[src/design/wws_pkg.sv]
// Package for the weighted window smoother: widths, constants, register
// indices and the request types shared by the tap cells, metrics and top level.
// Depends on nothing.
package wws_pkg;

    localparam int MAX_HALF_WIDTH = 2;
    localparam int WIN_DEPTH      = 2 * MAX_HALF_WIDTH + 1;
    localparam int FILL_MAX       = MAX_HALF_WIDTH + 1;
    localparam int FILL_W         = $clog2(FILL_MAX + 1);
    localparam int AGE_W          = $clog2(MAX_HALF_WIDTH + 1);
    localparam int DIST_W         = $clog2(WIN_DEPTH);
    localparam int HW_W           = 2;

    // INTERVALS is kept a power of two so that the mean is a plain shift.
    localparam int INTERVALS      = 128;
    localparam int INTERVALS_LOG2 = $clog2(INTERVALS);

    localparam int SAMPLE_W   = 16;
    localparam int WEIGHT_W   = 16;
    localparam int PROD_W     = SAMPLE_W + WEIGHT_W + 1;
    localparam int SUM_W      = PROD_W + $clog2(WIN_DEPTH);
    localparam int FRAC_SHIFT = 16;
    localparam int ROUND_BIAS = 32768;

    localparam int ACC_W    = 27;
    localparam int CM_W     = 16;
    localparam int CRIT_W   = 17;
    localparam int LAMBDA_W = 4;
    localparam int CFG_DATA_W = 16;
    localparam int CFG_IDX_W  = 3;

    localparam logic [ACC_W-1:0]    ACC_MAX    = '1;
    localparam logic [CM_W-1:0]     CM_MAX     = '1;
    localparam logic [CRIT_W-1:0]   CRIT_MAX   = '1;
    localparam logic [LAMBDA_W-1:0] LAMBDA_MAX = 4'd10;

    // Criterion: (lt*noise + (10-lt)*cm*10000) / 100000, the division done as a
    // shift by 5 followed by an exact reciprocal multiply for 3125.
    localparam int SCALE_W    = 14;
    localparam logic [SCALE_W-1:0] CLOSE_SCALE = 14'd10000;
    localparam int SCALED_W   = CM_W + SCALE_W;
    localparam int NMIX_W     = LAMBDA_W + ACC_W;
    localparam int MIX_W      = 34;
    localparam int PRE_SHIFT  = 5;
    localparam int DIV_W      = MIX_W - PRE_SHIFT;
    localparam int RECIP_W    = 29;
    localparam logic [RECIP_W-1:0] RECIP = 29'd351843721;
    localparam int RECIP_SHIFT = 40;
    localparam int QPROD_W    = DIV_W + RECIP_W;
    localparam int QUOT_W     = QPROD_W - RECIP_SHIFT;

    typedef enum logic [CFG_IDX_W-1:0] {
        CFG_WEIGHT_CENTER = 3'd0,
        CFG_WEIGHT_INNER  = 3'd1,
        CFG_WEIGHT_OUTER  = 3'd2,
        CFG_HALF_WIDTH    = 3'd3,
        CFG_LAMBDA_TENTHS = 3'd4
    } cfg_idx_t;

    typedef struct packed {
        logic signed [SAMPLE_W-1:0] sample;
        logic                       frame_end;
    } in_item_t;

    typedef struct packed {
        logic signed [SAMPLE_W-1:0] filtered;
        logic                       final_res;
        logic [ACC_W-1:0]           noise_sum;
        logic [CM_W-1:0]            closeness_mean;
        logic [CRIT_W-1:0]          criterion;
    } out_item_t;

    typedef struct packed {
        logic signed [SAMPLE_W-1:0] filtered;
        logic signed [SAMPLE_W-1:0] raw;
        logic                       last;
    } filt_item_t;

    typedef struct packed {
        logic shift;
        logic clear;
        logic capture;
    } cell_ctrl_t;

endpackage

[src/design/wws_tap_cell.sv]
// One tap cell of the window line: holds one sample, passes it to the next
// cell on a shift and registers its weighted product. Uses wws_pkg.
module wws_tap_cell import wws_pkg::*; (
    input  logic                       aclk,
    input  logic                       aresetn,
    input  cell_ctrl_t                 ctrl,
    input  logic signed [SAMPLE_W-1:0] sample_in,
    input  logic [WEIGHT_W-1:0]        weight,
    output logic signed [SAMPLE_W-1:0] sample_out,
    output logic signed [PROD_W-1:0]   product
);

    logic signed [SAMPLE_W-1:0] sample_reg;
    logic signed [PROD_W-1:0]   product_reg;
    logic signed [PROD_W-1:0]   product_next;

    assign product_next = PROD_W'(sample_reg * $signed({1'b0, weight}));

    always_ff @(posedge aclk) begin
        if (!aresetn) begin
            sample_reg <= '0;
        end else if (ctrl.clear) begin
            sample_reg <= '0;
        end else if (ctrl.shift) begin
            sample_reg <= sample_in;
        end
    end

    always_ff @(posedge aclk) begin
        if (ctrl.capture) begin
            product_reg <= product_next;
        end
    end

    assign sample_out = sample_reg;
    assign product    = product_reg;

endmodule

[config.mk]
export PLATFORM = sky130hd
export DESIGN_NAME = wws_tap_cell
export DESIGN_NICKNAME = d
export VERILOG_FILES = /design/src/design/wws_pkg.sv /design/src/design/wws_tap_cell.sv
export SDC_FILE = /design/constraint.sdc
export NUM_CORES = 1
export LEC_CHECK = 0
export BUFFER_PORTS_ARGS = -buffer_cell sky130_fd_sc_hd__buf_2
export CORE_UTILIZATION = 30
export CTS_CLUSTER_DIAMETER = 200
export DETAILED_ROUTE_END_ITERATION = 12
export PLACE_DENSITY_LB_ADDON = 0.05
export SYNTH_ARGS = -nofsm -noshare
export SYNTH_HDL_FRONTEND = slang
export SYNTH_SLANG_ARGS = --single-unit
[constraint.sdc]
create_clock -name aclk -period 11.45 [get_ports aclk]
set_input_delay 1.145 -clock aclk [delete_from_list [all_inputs] [get_ports aclk]]
set_output_delay 1.145 -clock aclk [all_outputs]
set_load 0.05 [all_outputs]
==> results of run 1 <==
cell usage after synthesis, types with 3 or more instances:
cell type	n
buf_2	3
nand4_1	10
buf_6	4
nand2b_1	10
edfxtp_1	33
o21ai_1	4
a31oi_1	8
nor2_1	38
a21oi_1	24
ha_1	122
xor2_1	14
xnor2_1	16
mux2i_1	16
buf_4	3
a211oi_1	3
a21o_1	9
and2_1	117
o21ai_0	14
inv_1	257
nor2b_1	3
nand3_1	5
nand2_1	144
o21bai_1	3
dfxtp_1	16
fa_1	194
clkbuf_1	35
o211ai_2	3
o211ai_1	4
area by class of cell:
class	count	area [um2]	share of cell area, %
Antenna cell	1	2.50	0.0216
Clock buffer	5	125	1.08
Clock inverter	3	43.8	0.378
Inverter	258	968	8.36
Multi-Input combinational cell	784	8070	69.6
Sequential cell	49	1310	11.3
Tap cell	455	569	4.91
Timing Repair Buffer	95	500	4.32
worst max-delay path, stage by stage:
cell and delay (ns):
buf_2 0.37, nand2_1 0.15, fa_1 0.54, inv_1 0.05
fa_1 0.62, fa_1 0.45, fa_1 0.40, fa_1 0.53
inv_1 0.05, fa_1 0.47, inv_1 0.04, ha_1 0.45
nand4_1 0.21, nor4_1 0.44, o2111ai_1 0.30, o211ai_2 0.20
nor2b_1 0.21, nand3_1 0.11, o311a_1 0.13
where the power goes:
group / switching [mW] / leakage [nW] / internal [mW] / total (mW)
sequential: 0.0113 / 0.467 / 0.217 / 0.229
clock: 0.0789 / 0.0842 / 0.104 / 0.183
combinational: 0.282 / 5.47 / 0.132 / 0.414
total: 0.372 / 6.02 / 0.453 / 0.825
worst paths after layout:
check                               from  slack [ns]  cells past startpoint                          end
max                            weight[6]        4.62                     19        product[31]$_DFFE_PP_
min          sample_out[13]$_SDFFE_PP0P_        0.50                      2  sample_out[13]$_SDFFE_PP0P_
max reg2reg   sample_out[7]$_SDFFE_PP0P_        4.79                     18        product[31]$_DFFE_PP_
min reg2reg  sample_out[13]$_SDFFE_PP0P_        0.50                      2  sample_out[13]$_SDFFE_PP0P_
kinds of logic (layout without fill, tap and decap cells):
logic type | count (synthesis) | in the layout
other cells | 0 | 1
compound gates | 88 | 88
fa+ha+maj | 316 | 316
buf+inv | 305 | 361
mux | 16 | 16
simple gates | 334 | 334
flops | 49 | 49
xor+xnor | 30 | 30
placed cells by master (no fill, tap or decap), drive strengths merged, types with 3 or more instances in the layout:
cell type  instances
inv              258
fa               194
nand2            144
ha               122
and2             117
buf               95
nor2              38
edfxtp            33
a21oi             26
o21ai             18
xnor2             16
mux2i             16
dfxtp             16
xor2              14
nand2b            10
nand4             10
a21o               9
a31oi              8
o211ai             7
nand3              6
clkbuf             5
a211oi             3
o21bai             3
nor2b              3
routing by layer:
metal | vias up | routed length (um) | track usage, %
met5 | - | 0 | 0
met4 | 0 | 235 | 1.80
met3 | 17 | 552 | 1.72
met2 | 90 | 16200 | 33.0
met1 | 3916 | 13200 | 22.6
li1 | 3552 | - | -
stage by stage:
step / utilization [%] / power (mW) / setup WS [ns] / instances / hold slack, ns
after floorplan: - / 0.545 / 5.15 / 1138 / 0.791
after global placement: 33.0 / 0.661 / 4.32 / 1641 / 0.475
after detailed placement: 33.0 / 0.659 / 4.33 / 1641 / 0.483
after CTS: 33.5 / 0.844 / 4.64 / 1649 / 0.501
after global routing: 33.5 / 0.892 / 4.35 / 1649 / 0.528
final: 33.5 / 0.825 / 4.62 / 1650 / 0.503
==> key figures, run 1 <==
Worst setup path
  • Crit Path Max Fanout: 16
  • Startpoint Class: primary input
  • CP Data Required Time: 11.51 ns
  • Setup crit end kind: register
  • Crit path arrival time: 6.89 ns
  • Setup CP Type: in2reg

Detailed routing
  • Post-DRT Antenna Nets: 0
  • Iteration count of the initial detailed-routing pass: 4
  • Iter 0 DRT Violations: 350
  • Via count: 7575
  • Vias/cell: 4.59
  • Wire length per cell: 18.3 um
  • Final WL: 30.1 mm
  • DRC: 0

Cells and area
  • Layout area overhead: 9.54%
  • Layout cells sized above 1: 9.80%
  • Finished Cell Area: 11600 um2
  • Layout fillers: 3654
  • Max reg flops: 33
  • Layout net count: 1546

Clock network
  • CTS resizes: 0
  • Worst-path clk slew: 0.08 ns
  • CTS tree: built
  • Clock Sinks: 49
  • Post-CTS Setup Repair Bufs: 0
  • CTS max path bufs: 2
  • Hold_buf cts: 0
  • Worst skew pair latency: 0.31 ns
  • H-tree Lvls: 2
  • CTS root buf: clkbuf_16
  • Number of buffers created by CTS: 5

Logic synthesis
  • Register bit total from synthesis: 49
  • Seq/Total Area, Yosys: 12.4%
  • Top post-synthesis cells by area: fa_1 (37%), ha_1 (14%), edfxtp_1 (9.4%)
  • Largest family of logic cells by synthesized area: adder cells
  • Syn_area_per_cell: 9.30 um2
  • EDFF count, synth: 33
  • Synth Area in Compound Gates: 5.64%
  • Synth Area in Simple Gates: 15.5%
  • Ys async rst share: 0%
  • Synthesized area: 10600 um2
  • Cells after Synth: 1138
  • Area leader, netlist: fa_1
  • Syn nets: 1491
  • Synth top area share: 36.7%
  • Distinct cells, synth: 51
  • Synth Area in XOR/XNOR: 2.48%
  • Synth warn: 0
  • Adder-Cell Fraction of Synth Area: 51.1%
  • Mux contribution to synthesized area: 1.51%
  • Main synth FF type: edfxtp_1

Global routing
  • Grt total ovfl: 0
  • First-pass GRT wire length: 47.9 mm
  • Initial antenna violation count: 1
  • Global Route Usage Sum: 17.7%
  • Vias in the first global route: 8364
  • Largest net degree at the start of global routing: 34

Placed design
  • Gp weighted congestion: 0.780
  • Placed Area: 11400 um2
  • Port Buffers: 85
  • Dpl hpwl: 24.3 mm

Die
  • Row cnt: 68
  • DIE HEIGHT: 190 um
  • I/O Pins: 86
  • Die area: 36000 um2
  • Die X: 190 um
  • Initial cell density of the core: 30.5%
  • Core Region: 34600 um2

STA
  • Final Hold Viols: 0
  • Final Cycle Share: 59.6%
  • Rel. slew slack: 37.2%
  • RSZ-0062 raised after global routing: false
  • Max Clk Rate: 146 MHz
  • Setup violators final: 0
  • Worst-margin pin slew: 0.942 ns
  • Pins Over Slew Limit: 0
  • Setup TNS: 0 ns
  • Final Skew: 0.00735 ns
  • Crit path time final: 6.83 ns

Outcome
  • Status: complete, no violations

Power and ir drop
  • Peak VDD IR: 51.9 uV
  • Pwr dens: 71.2 nW/um2
  • Pleak: 6.02 nW

Flow run
  • # Max-Cap Violations: 0

Hold path
  • Hold Path Class: reg2reg
Note: power is estimated with default switching activity, not from simulation.
==> run 2: changes to the inputs <==
==> constraint.sdc (replaced) <==
create_clock -name aclk -period 6.2 [get_ports aclk]
set_input_delay 0.62 -clock aclk [delete_from_list [all_inputs] [get_ports aclk]]
set_output_delay 0.62 -clock aclk [all_outputs]
set_load 0.05 [all_outputs]
==> key figures, run 2 (synthesized netlist as in run 1, its figures left out) <==
STA
  • Setup TNS: 0 ns
  • RSZ-0062 raised after global routing: false
  • Crit path time final: 5.89 ns
  • Setup violators final: 0
  • Max Clk Rate: 170 MHz
  • Final Skew: 0.0144 ns
  • Worst-margin pin slew: 0.820 ns
  • Pins Over Slew Limit: 0
  • Final Hold Viols: 0
  • Final worst-path setup slack: 0.309 ns
  • Rel. slew slack: 45.3%
  • Final Cycle Share: 95.0%

Cells and area
  • Max reg flops: 33
  • Area of the multi-input gates: 8070 um2
  • Commonest non-fill, non-tap cell in the layout: inv_1
  • Inserted Diodes: 0
  • Layout cells sized above 1: 14.0%
  • Finished Cell Area: 12000 um2
  • Post-layout util: 34.6%
  • Storage element area: 1330 um2
  • Layout net count: 1595
  • Layout fillers: 3679
  • Layout area overhead: 13.4%
  • Most frequent cells in the layout: inv_1 (257), fa_1 (194), nand2_1 (144)

Detailed routing
  • DR top layer: met4
  • Wire length per cell: 17.8 um
  • Iter 0 DRT Violations: 303
  • Vias/cell: 4.53
  • Met2 WL: 16.5 mm
  • Post-DRT Antenna Nets: 0
  • Met3 WL post-DR: 588 um
  • Final WL: 30.2 mm
  • Iteration count of the initial detailed-routing pass: 5
  • Wire length on met1: 13.0 mm
  • Via count: 7696
  • DRC: 0

Global routing
  • Vias in the first global route: 8568
  • Global Route Usage Sum: 17.8%
  • First-pass GRT wire length: 48.3 mm
  • Initial antenna violation count: 0
  • Largest net degree at the start of global routing: 34
  • Grt total ovfl: 0

Power and ir drop
  • Peak VDD IR: 120 uV
  • Pwr dens: 131 nW/um2
  • Pleak: 6.27 nW

Clock network
  • Number of buffers created by CTS: 5
  • Post-CTS Setup Repair Bufs: 0
  • CTS root buf: clkbuf_16
  • CTS max path bufs: 2
  • Worst-path clk slew: 0.08 ns
  • Worst skew pair latency: 0.32 ns
  • CTS tree: built
  • Clock Sinks: 49
  • H-tree Lvls: 2

Placed design
  • Placed Area: 11800 um2
  • Post-place setup slack: -0.127 ns
  • Gp weighted congestion: 0.805
  • Dpl hpwl: 25.8 mm
  • Port Buffers: 85

Worst setup path
  • Setup CP Type: in2reg
  • CP Data Required Time: 6.26 ns
  • Startpoint Class: primary input
  • Crit Path Max Fanout: 13
  • FF-to-FF path depth: 18
  • Setup crit end kind: register
  • Crit path arrival time: 5.95 ns

Die
  • Row cnt: 68
  • Die area: 36000 um2
  • Core Region: 34600 um2
  • Initial cell density of the core: 30.5%
  • Die X: 190 um
  • I/O Pins: 86
  • DIE HEIGHT: 190 um

Flow run
  • # Max-Cap Violations: 0

Hold path
  • Hold Path Class: in2reg
  • WHS Path Cells: 3

Outcome
  • Status: complete, no violations
-- run 2: final timing paths --
kind / slack [ns] / end / start
setup reg to reg: 0.39 / product[27]$_DFFE_PP_ / sample_out[9]$_SDFFE_PP0P_
hold reg to reg: 0.62 / sample_out[7]$_SDFFE_PP0P_ / sample_out[7]$_SDFFE_PP0P_
setup / recovery: 0.31 / product[27]$_DFFE_PP_ / weight[8]
hold / removal: 0.54 / sample_out[5]$_SDFFE_PP0P_ / sample_in[5]
-- run 2: cell type report --
cell class / count / share of cell area (%)
Inverter: 258 / 8.07
Clock inverter: 3 / 0.240
Clock buffer: 5 / 1.04
Multi-Input combinational cell: 784 / 67.3
Sequential cell: 49 / 11.0
Tap cell: 455 / 4.75
Timing Repair Buffer: 144 / 7.55
-- run 2: layer usage --
layer | GRT usage [%] | vias up
met3 | 1.49 | 9
met4 | 2.11 | 0
met2 | 33.9 | 78
met5 | 0 | -
li1 | - | 3656
met1 | 22.1 | 3953
-- run 2: what timing repair did --
item | 4_1_cts | 5_1_grt
resized for setup | 1 | 9
hold buffers | 0 | 0
setup endpoints to repair | 8 | 8
pin swaps | 0 | 0
-- run 2: power by group --
group	total, mW	switching (mW)	leakage, nW	internal [mW]
combinational	0.826	0.533	5.72	0.293
sequential	0.422	0.0204	0.471	0.401
clock	0.320	0.164	0.0763	0.156
total	1.57	0.718	6.27	0.850
-- run 2: worst max-delay path, cell delays in order --
cell and delay [ns]:
buf_2 0.21, and2_1 0.23, fa_1 0.53, inv_1 0.05
fa_1 0.47, fa_1 0.52, inv_1 0.05, fa_1 0.54
fa_1 0.51, inv_1 0.05, fa_1 0.49, inv_1 0.05
ha_1 0.39, nand4_1 0.17, nor4_2 0.28, o2111ai_1 0.21
o211ai_2 0.17, nor2b_1 0.20, nor2_1 0.08, xnor2_1 0.13
-- run 2: metrics by stage --
step	hold WS, ns	power (mW)	std cells
after global placement	0.681	1.28	1690
after global routing	0.547	1.70	1698
final	0.539	1.57	1698
after CTS	0.525	1.61	1698
after floorplan	0.732	1.01	1138
after detailed placement	0.694	1.27	1690
