### src/design/wws_pkg.sv
// Package for the weighted window smoother: widths, constants, register
// indices and the request types shared by the tap cells, metrics and top level.
// Depends on nothing.
package wws_pkg;

    localparam int MAX_HALF_WIDTH = 2;
    localparam int WIN_DEPTH      = 2 * MAX_HALF_WIDTH + 1;
    localparam int FILL_MAX       = MAX_HALF_WIDTH + 1;
    localparam int FILL_W         = $clog2(FILL_MAX + 1);
    localparam int AGE_W          = $clog2(MAX_HALF_WIDTH + 1);
    localparam int DIST_W         = $clog2(WIN_DEPTH);
    localparam int HW_W           = 2;

    // INTERVALS is kept a power of two so that the mean is a plain shift.
    localparam int INTERVALS      = 128;
    localparam int INTERVALS_LOG2 = $clog2(INTERVALS);

    localparam int SAMPLE_W   = 16;
    localparam int WEIGHT_W   = 16;
    localparam int PROD_W     = SAMPLE_W + WEIGHT_W + 1;
    localparam int SUM_W      = PROD_W + $clog2(WIN_DEPTH);
    localparam int FRAC_SHIFT = 16;
    localparam int ROUND_BIAS = 32768;

    localparam int ACC_W    = 27;
    localparam int CM_W     = 16;
    localparam int CRIT_W   = 17;
    localparam int LAMBDA_W = 4;
    localparam int CFG_DATA_W = 16;
    localparam int CFG_IDX_W  = 3;

    localparam logic [ACC_W-1:0]    ACC_MAX    = '1;
    localparam logic [CM_W-1:0]     CM_MAX     = '1;
    localparam logic [CRIT_W-1:0]   CRIT_MAX   = '1;
    localparam logic [LAMBDA_W-1:0] LAMBDA_MAX = 4'd10;

    // Criterion: (lt*noise + (10-lt)*cm*10000) / 100000, the division done as a
    // shift by 5 followed by an exact reciprocal multiply for 3125.
    localparam int SCALE_W    = 14;
    localparam logic [SCALE_W-1:0] CLOSE_SCALE = 14'd10000;
    localparam int SCALED_W   = CM_W + SCALE_W;
    localparam int NMIX_W     = LAMBDA_W + ACC_W;
    localparam int MIX_W      = 34;
    localparam int PRE_SHIFT  = 5;
    localparam int DIV_W      = MIX_W - PRE_SHIFT;
    localparam int RECIP_W    = 29;
    localparam logic [RECIP_W-1:0] RECIP = 29'd351843721;
    localparam int RECIP_SHIFT = 40;
    localparam int QPROD_W    = DIV_W + RECIP_W;
    localparam int QUOT_W     = QPROD_W - RECIP_SHIFT;

    typedef enum logic [CFG_IDX_W-1:0] {
        CFG_WEIGHT_CENTER = 3'd0,
        CFG_WEIGHT_INNER  = 3'd1,
        CFG_WEIGHT_OUTER  = 3'd2,
        CFG_HALF_WIDTH    = 3'd3,
        CFG_LAMBDA_TENTHS = 3'd4
    } cfg_idx_t;

    typedef struct packed {
        logic signed [SAMPLE_W-1:0] sample;
        logic                       frame_end;
    } in_item_t;

    typedef struct packed {
        logic signed [SAMPLE_W-1:0] filtered;
        logic                       final_res;
        logic [ACC_W-1:0]           noise_sum;
        logic [CM_W-1:0]            closeness_mean;
        logic [CRIT_W-1:0]          criterion;
    } out_item_t;

    typedef struct packed {
        logic signed [SAMPLE_W-1:0] filtered;
        logic signed [SAMPLE_W-1:0] raw;
        logic                       last;
    } filt_item_t;

    typedef struct packed {
        logic shift;
        logic clear;
        logic capture;
    } cell_ctrl_t;

endpackage

### src/design/wws_metrics.sv
// Noise and closeness accumulation and the criterion pipeline, with the output
// register of the result channel. Uses wws_pkg.
module wws_metrics import wws_pkg::*; (
    input  logic                aclk,
    input  logic                aresetn,
    input  logic                in_valid,
    output logic                in_ready,
    input  filt_item_t          in_item,
    input  logic [LAMBDA_W-1:0] lambda_tenths,
    output logic                out_valid,
    input  logic                out_ready,
    output out_item_t           out_item
);

    function automatic logic [ACC_W-1:0] sat_add(input logic [ACC_W-1:0] a,
                                                 input logic [ACC_W:0] b);
        logic [ACC_W+1:0] s;
        s = {2'b00, a} + {1'b0, b};
        return (s > {2'b00, ACC_MAX}) ? ACC_MAX : s[ACC_W-1:0];
    endfunction

    logic signed [SAMPLE_W-1:0] prev_reg;
    logic                       have_prev_reg;
    logic [ACC_W-1:0]           noise_acc_reg;
    logic [ACC_W-1:0]           close_acc_reg;

    logic [4:0] valid_reg;
    logic [4:0] rdy;

    // Stage A: accumulators.
    logic signed [SAMPLE_W-1:0] a_filt_reg;
    logic                       a_last_reg;
    logic [ACC_W-1:0]           a_noise_reg;
    logic [ACC_W-1:0]           a_close_reg;
    // Stage B: mean and first products.
    logic signed [SAMPLE_W-1:0] b_filt_reg;
    logic                       b_last_reg;
    logic [ACC_W-1:0]           b_noise_reg;
    logic [CM_W-1:0]            b_cm_reg;
    logic [NMIX_W-1:0]          b_nmix_reg;
    logic [SCALED_W-1:0]        b_scaled_reg;
    logic [LAMBDA_W-1:0]        b_comp_reg;
    // Stage C: weighted sum.
    logic signed [SAMPLE_W-1:0] c_filt_reg;
    logic                       c_last_reg;
    logic [ACC_W-1:0]           c_noise_reg;
    logic [CM_W-1:0]            c_cm_reg;
    logic [MIX_W-1:0]           c_mix_reg;
    // Stage D: reciprocal product.
    logic signed [SAMPLE_W-1:0] d_filt_reg;
    logic                       d_last_reg;
    logic [ACC_W-1:0]           d_noise_reg;
    logic [CM_W-1:0]            d_cm_reg;
    logic [QPROD_W-1:0]         d_qprod_reg;
    // Stage E: output register.
    out_item_t                  out_reg;

    logic signed [SAMPLE_W:0]   noise_diff;
    logic signed [SAMPLE_W:0]   close_diff;
    logic [SAMPLE_W:0]          noise_abs;
    logic [SAMPLE_W:0]          close_abs;
    logic [ACC_W-1:0]           noise_next;
    logic [ACC_W-1:0]           close_next;
    logic [ACC_W-1:0]           cm_full;
    logic [CM_W-1:0]            cm_next;
    logic [LAMBDA_W-1:0]        lt;
    logic [MIX_W-1:0]           comp_mix;
    logic [QUOT_W-1:0]          quot;
    logic [CRIT_W-1:0]          crit_next;
    logic                       a_load;

    assign rdy[4]   = !valid_reg[4] || out_ready;
    assign rdy[3]   = !valid_reg[3] || rdy[4];
    assign rdy[2]   = !valid_reg[2] || rdy[3];
    assign rdy[1]   = !valid_reg[1] || rdy[2];
    assign rdy[0]   = !valid_reg[0] || rdy[1];
    assign in_ready = rdy[0];
    assign a_load   = in_valid && rdy[0];

    always_comb begin
        noise_diff = {in_item.filtered[SAMPLE_W-1], in_item.filtered}
                   - {prev_reg[SAMPLE_W-1], prev_reg};
        close_diff = {in_item.filtered[SAMPLE_W-1], in_item.filtered}
                   - {in_item.raw[SAMPLE_W-1], in_item.raw};
        noise_abs  = noise_diff[SAMPLE_W] ? (SAMPLE_W + 1)'(-noise_diff) : noise_diff;
        close_abs  = close_diff[SAMPLE_W] ? (SAMPLE_W + 1)'(-close_diff) : close_diff;
        noise_next = have_prev_reg ? sat_add(noise_acc_reg, (ACC_W + 1)'(noise_abs))
                                   : noise_acc_reg;
        close_next = sat_add(close_acc_reg, (ACC_W + 1)'(close_abs));

        cm_full  = a_close_reg >> INTERVALS_LOG2;
        cm_next  = (cm_full > ACC_W'(CM_MAX)) ? CM_MAX : cm_full[CM_W-1:0];
        lt       = (lambda_tenths > LAMBDA_MAX) ? LAMBDA_MAX : lambda_tenths;

        comp_mix = MIX_W'(b_comp_reg) * MIX_W'(b_scaled_reg);

        quot      = d_qprod_reg[QPROD_W-1:RECIP_SHIFT];
        crit_next = (quot > QUOT_W'(CRIT_MAX)) ? CRIT_MAX : quot[CRIT_W-1:0];
    end

    always_ff @(posedge aclk) begin
        if (!aresetn) begin
            prev_reg      <= '0;
            have_prev_reg <= 1'b0;
            noise_acc_reg <= '0;
            close_acc_reg <= '0;
        end else if (a_load) begin
            if (in_item.last) begin
                prev_reg      <= '0;
                have_prev_reg <= 1'b0;
                noise_acc_reg <= '0;
                close_acc_reg <= '0;
            end else begin
                prev_reg      <= in_item.filtered;
                have_prev_reg <= 1'b1;
                noise_acc_reg <= noise_next;
                close_acc_reg <= close_next;
            end
        end
    end

    always_ff @(posedge aclk) begin
        if (!aresetn) begin
            valid_reg <= '0;
        end else begin
            if (rdy[0]) begin
                valid_reg[0] <= in_valid;
            end
            if (rdy[1]) begin
                valid_reg[1] <= valid_reg[0];
            end
            if (rdy[2]) begin
                valid_reg[2] <= valid_reg[1];
            end
            if (rdy[3]) begin
                valid_reg[3] <= valid_reg[2];
            end
            if (rdy[4]) begin
                valid_reg[4] <= valid_reg[3];
            end
        end
    end

    always_ff @(posedge aclk) begin
        if (rdy[0]) begin
            a_filt_reg  <= in_item.filtered;
            a_last_reg  <= in_item.last;
            a_noise_reg <= noise_next;
            a_close_reg <= close_next;
        end
        if (rdy[1]) begin
            b_filt_reg   <= a_filt_reg;
            b_last_reg   <= a_last_reg;
            b_noise_reg  <= a_noise_reg;
            b_cm_reg     <= cm_next;
            b_nmix_reg   <= lt * a_noise_reg;
            b_scaled_reg <= cm_next * CLOSE_SCALE;
            b_comp_reg   <= LAMBDA_MAX - lt;
        end
        if (rdy[2]) begin
            c_filt_reg  <= b_filt_reg;
            c_last_reg  <= b_last_reg;
            c_noise_reg <= b_noise_reg;
            c_cm_reg    <= b_cm_reg;
            c_mix_reg   <= MIX_W'(b_nmix_reg) + comp_mix;
        end
        if (rdy[3]) begin
            d_filt_reg  <= c_filt_reg;
            d_last_reg  <= c_last_reg;
            d_noise_reg <= c_noise_reg;
            d_cm_reg    <= c_cm_reg;
            d_qprod_reg <= c_mix_reg[MIX_W-1:PRE_SHIFT] * RECIP;
        end
        if (rdy[4]) begin
            out_reg.filtered       <= d_filt_reg;
            out_reg.final_res      <= d_last_reg;
            out_reg.noise_sum      <= d_last_reg ? d_noise_reg : '0;
            out_reg.closeness_mean <= d_last_reg ? d_cm_reg : '0;
            out_reg.criterion      <= d_last_reg ? crit_next : '0;
        end
    end

    assign out_valid = valid_reg[4];
    assign out_item  = out_reg;

endmodule

### config.mk
export PLATFORM = sky130hd
export DESIGN_NAME = wws_metrics
export DESIGN_NICKNAME = d
export VERILOG_FILES = /design/src/design/wws_pkg.sv /design/src/design/wws_metrics.sv
export SDC_FILE = /design/constraint.sdc
export NUM_CORES = 2
export LEC_CHECK = 0
export ABC_AREA = 0
export BUFFER_PORTS_ARGS = -buffer_cell sky130_fd_sc_hd__buf_2
export CELL_PAD_IN_SITES_DETAIL_PLACEMENT = 0
export CELL_PAD_IN_SITES_GLOBAL_PLACEMENT = 1
export CORE_MARGIN = 1
export CORE_UTILIZATION = 40
export CTS_CLUSTER_SIZE = 30
export DETAILED_ROUTE_END_ITERATION = 10
export GPL_TIMING_DRIVEN = 0
export PLACE_DENSITY_LB_ADDON = 0.3
export SYNTH_ARGS = -nofsm -noshare
export SYNTH_HDL_FRONTEND = slang
export SYNTH_SLANG_ARGS = --single-unit
### constraint.sdc
create_clock -name aclk -period 9.15 [get_ports aclk]
set_input_delay 1.83 -clock aclk [delete_from_list [all_inputs] [get_ports aclk]]
set_output_delay 1.83 -clock aclk [all_outputs]
set_load 0.02 [all_outputs]
==> results_tabular.tex <==
\begin{tabular}{lr}
\hline
Metric & Value \\
\hline
\multicolumn{2}{l}{\textbf{STA}} \\
Worst slew pin tran & 1.21 ns \\
Final count of negative-setup-slack endpoints & 0 \\
Fraction of the cycle the final worst path needs & 94.4\% \\
Max\_slew headroom & 19.0\% \\
Worst hold margin & 0.410 ns \\
Number of hold-slack violations in the final timing report & 0 \\
TNS Setup & 0 ns \\
Time the final worst path needs with I/O delays and setup & 8.63 ns \\
Worst path setup slack after routing & 0.515 ns \\
Number of pins exceeding their max-slew limit in the final report & 0 \\
Upper clock frequency limit & 116 MHz \\
RSZ-0062 raised after global routing & no \\
Final Skew & 0.0326 ns \\
\multicolumn{2}{l}{\textbf{Setup path}} \\
Launch point of the worst path & c\_mix\_reg[22] \\
Beginning of the worst register-to-register path & c\_mix\_reg[22] \\
Crit Path Max Fanout & 13 \\
Worst Setup Path Type & reg2reg \\
Sort of element at the start of the critical path & flop \\
Reg-to-reg setup timing slack & 0.52 ns \\
Crit path arrival time & 9.00 ns \\
Worst setup path endpoint & d\_qprod\_reg[56] \\
Depth of the most critical reg-to-reg path & 23 \\
Capturing element type of the critical path & flop \\
Worst reg2reg endpoint & d\_qprod\_reg[56] \\
Required @ worst endpoint & 9.51 ns \\
\multicolumn{2}{l}{\textbf{Die}} \\
DIE AREA & 0.112 mm2 \\
Die Span Y & 335 um \\
Initial core utilization & 40.5\% \\
I/O pin count & 120 \\
Row count & 121 \\
Chip width & 335 um \\
Placeable core region & 0.109 mm2 \\
\multicolumn{2}{l}{\textbf{Clock tree}} \\
Clock transition at the register clock pins on the worst setup and hold paths after CTS & 0.06 ns \\
Clock tree root driver cell & sky130\_fd\_sc\_hd\_\_clkbuf\_16 \\
Clock tree from TritonCTS & done \\
Source-to-sink clock delay at the later pin of the worst-skew pair & 0.63 ns \\
CTS sink cnt & 497 \\
Number of buffers created by CTS & 55 \\
Hold bufs inserted after CTS & 0 \\
H-tree level count & 2 \\
Number of post-CTS setup repair buffers & 0 \\
Maximum clock path buffer count & 3 \\
Cts repair resizes & 0 \\
\multicolumn{2}{l}{\textbf{Outcome}} \\
Outcome & complete, no violations \\
\multicolumn{2}{l}{\textbf{Synthesis}} \\
Sequential element share of the synthesized area & 32.0\% \\
Ys async rst share & 0\% \\
Predominant post-synthesis flop cell & sky130\_fd\_sc\_hd\_\_edfxtp\_1 \\
Distinct cells, synth & 75 \\
Net count of the mapped netlist & 5231 \\
EDFF count, synth & 421 \\
Synth Instances & 4122 \\
Synthesis warning total & 0 \\
Post-Syn Area per Cell & 10.7 um2 \\
Flops \& latches, synth & 497 \\
Summed instance area of the synthesized netlist & 0.0442 mm2 \\
\multicolumn{2}{l}{\textbf{Final layout}} \\
Post-Layout Inst Area & 0.0487 mm2 \\
Most common library cell in the layout ignoring fill and taps & sky130\_fd\_sc\_hd\_\_inv\_1 \\
Commonest cells after routing, fill and taps aside & sky130\_fd\_sc\_hd\_\_inv\_1 (795), sky130\_fd\_sc\_hd\_\_ha\_1 (610), sky130\_fd\_sc\_hd\_\_fa\_1 (458) \\
Layout net count & 5412 \\
Area Growth Syn to Fin & 10.2\% \\
Flip-flop count of the largest register after layout & 77 \\
Share of final-layout standard cells stronger than drive strength 1 & 5.84\% \\
\multicolumn{2}{l}{\textbf{Drt}} \\
Post-route DRC & 0 \\
Overall routed net length & 102 mm \\
Vias per inst & 4.91 \\
Number of detailed-routing iterations run before antenna repair & 5 \\
Antenna-violating nets left & 0 \\
Violation count after the first detailed-route iteration & 1391 \\
Routed len/inst & 17.5 um \\
Routed vias & 28600 \\
\multicolumn{2}{l}{\textbf{Global routing}} \\
GRT Resource Usage Total & 18.8\% \\
Pin count of the biggest net entering global routing & 69 \\
Vias in the first global route & 29700 \\
Global routing usage on met2 & 32.4\% \\
Met3 routing resource usage after global routing & 1.72\% \\
Met1 track demand over resource & 25.8\% \\
Global-route wire length before repair & 164 mm \\
Residual overflow from global routing & 0 \\
Top Usage Layer GRT & met2 \\
Antenna violations before repair & 6 \\
\multicolumn{2}{l}{\textbf{Placed design}} \\
RePlAce Congestion & 0.853 \\
Worst slack at placement & 0.479 ns \\
Port-buffer cells & 119 \\
Cell Area, Placed & 0.0468 mm2 \\
Final HPWL DP & 81.2 mm \\
\multicolumn{2}{l}{\textbf{Job}} \\
Count of max-cap constraint violations & 0 \\
\multicolumn{2}{l}{\textbf{Min path}} \\
Worst Min Path Start & c\_filt\_reg[9] \\
Type of the worst min-delay path & reg2reg \\
Cells on Worst Hold Path & 0 \\
\hline
\end{tabular}
## metal layers
layer  part of all wire, %  wire (um)  vias up
li1                      -          -    14200
met1                    47      48000    14000
met2                    48      49400      340
met3                   2.8       2890       84
met4                   1.7       1720        2
met5                0.0098         10        -
## critical path: stages (launching register included)
cell and delay, ns:
sky130_fd_sc_hd__edfxtp_1 1.15, sky130_fd_sc_hd__ha_1 0.43, sky130_fd_sc_hd__fa_1 0.50, sky130_fd_sc_hd__inv_1 0.08
sky130_fd_sc_hd__fa_1 0.48, sky130_fd_sc_hd__fa_1 0.51, sky130_fd_sc_hd__inv_1 0.05, sky130_fd_sc_hd__fa_1 0.47
sky130_fd_sc_hd__inv_1 0.05, sky130_fd_sc_hd__fa_1 0.54, sky130_fd_sc_hd__inv_1 0.06, sky130_fd_sc_hd__fa_1 0.56
sky130_fd_sc_hd__fa_1 0.42, sky130_fd_sc_hd__ha_1 0.33, sky130_fd_sc_hd__and4_1 0.23, sky130_fd_sc_hd__and3_1 0.28
sky130_fd_sc_hd__nand4_1 0.15, sky130_fd_sc_hd__nor3_1 0.76, sky130_fd_sc_hd__o2111ai_1 0.29, sky130_fd_sc_hd__a21oi_1 0.34
sky130_fd_sc_hd__o211ai_1 0.19, sky130_fd_sc_hd__nand2_1 0.18, sky130_fd_sc_hd__a41oi_1 0.15, sky130_fd_sc_hd__xnor2_1 0.15
## through the flow
stage          std cells  utilization (%)
6_report            5829             44.6
5_1_grt             5826             44.6
3_3_place_gp        5717             42.7
3_5_place_dp        5722             42.9
4_1_cts             5826             44.6
2_1_floorplan       4122                -
## synth_stat cells, types with 23 or more instances
master / count / share of area, %
sky130_fd_sc_hd__xor2_1: 61 / 1.2
sky130_fd_sc_hd__and3_1: 46 / 0.65
sky130_fd_sc_hd__ha_1: 610 / 17
sky130_fd_sc_hd__xnor2_1: 114 / 2.3
sky130_fd_sc_hd__nand2_1: 280 / 2.4
sky130_fd_sc_hd__inv_1: 798 / 6.8
sky130_fd_sc_hd__o21a_1: 62 / 1.1
sky130_fd_sc_hd__a21boi_0: 23 / 0.39
sky130_fd_sc_hd__edfxtp_1: 421 / 29
sky130_fd_sc_hd__nand3_1: 49 / 0.55
sky130_fd_sc_hd__dfxtp_1: 76 / 3.4
sky130_fd_sc_hd__and2_1: 102 / 1.4
sky130_fd_sc_hd__nand2b_1: 36 / 0.51
sky130_fd_sc_hd__nor2_1: 189 / 1.6
sky130_fd_sc_hd__fa_1: 458 / 21
sky130_fd_sc_hd__o21ai_0: 114 / 1.3
sky130_fd_sc_hd__a21oi_1: 173 / 2.0
sky130_fd_sc_hd__nor3_1: 53 / 0.60
sky130_fd_sc_hd__a21o_1: 67 / 1.1
sky130_fd_sc_hd__nor2b_1: 35 / 0.49
sky130_fd_sc_hd__clkbuf_1: 68 / 0.58
## worst min-delay path by stage
stage,to,slack [ns]
global placement,b_filt_reg[7],0.40
global route,d_filt_reg[9],0.41
detailed placement,c_filt_reg[3],0.40
floorplan,b_filt_reg[0],0.40
finish,d_filt_reg[9],0.41
CTS,d_noise_reg[16],0.41
## area by class of cell
cell class,instances,area [um2]
flip-flops and latches,497,14200
multi-input cells,2756,26800
diodes,3,7.51
plain buffers,71,275
clock buffers,60,1400
repair buffers,124,726
inverters,798,3000
well taps,1476,1850
clock inverters,44,508
fillers,10500,60600
## logic make-up (layout without fill, tap and decap cells)
logic type	Yosys count	after routing	share of synthesized area, %
buf+inv	869	1097	7.39
xor+xnor	175	175	3.46
flops	497	497	32.0
fa+ha+maj	1068	1068	38.0
other cells	0	3	0
mux	6	6	0.147
compound gates	630	630	9.39
simple gates	877	877	9.61
Power is left out: the tool's default activity adds up to more than one toggle a clock period on the data nets, which glitch-free logic cannot reach.
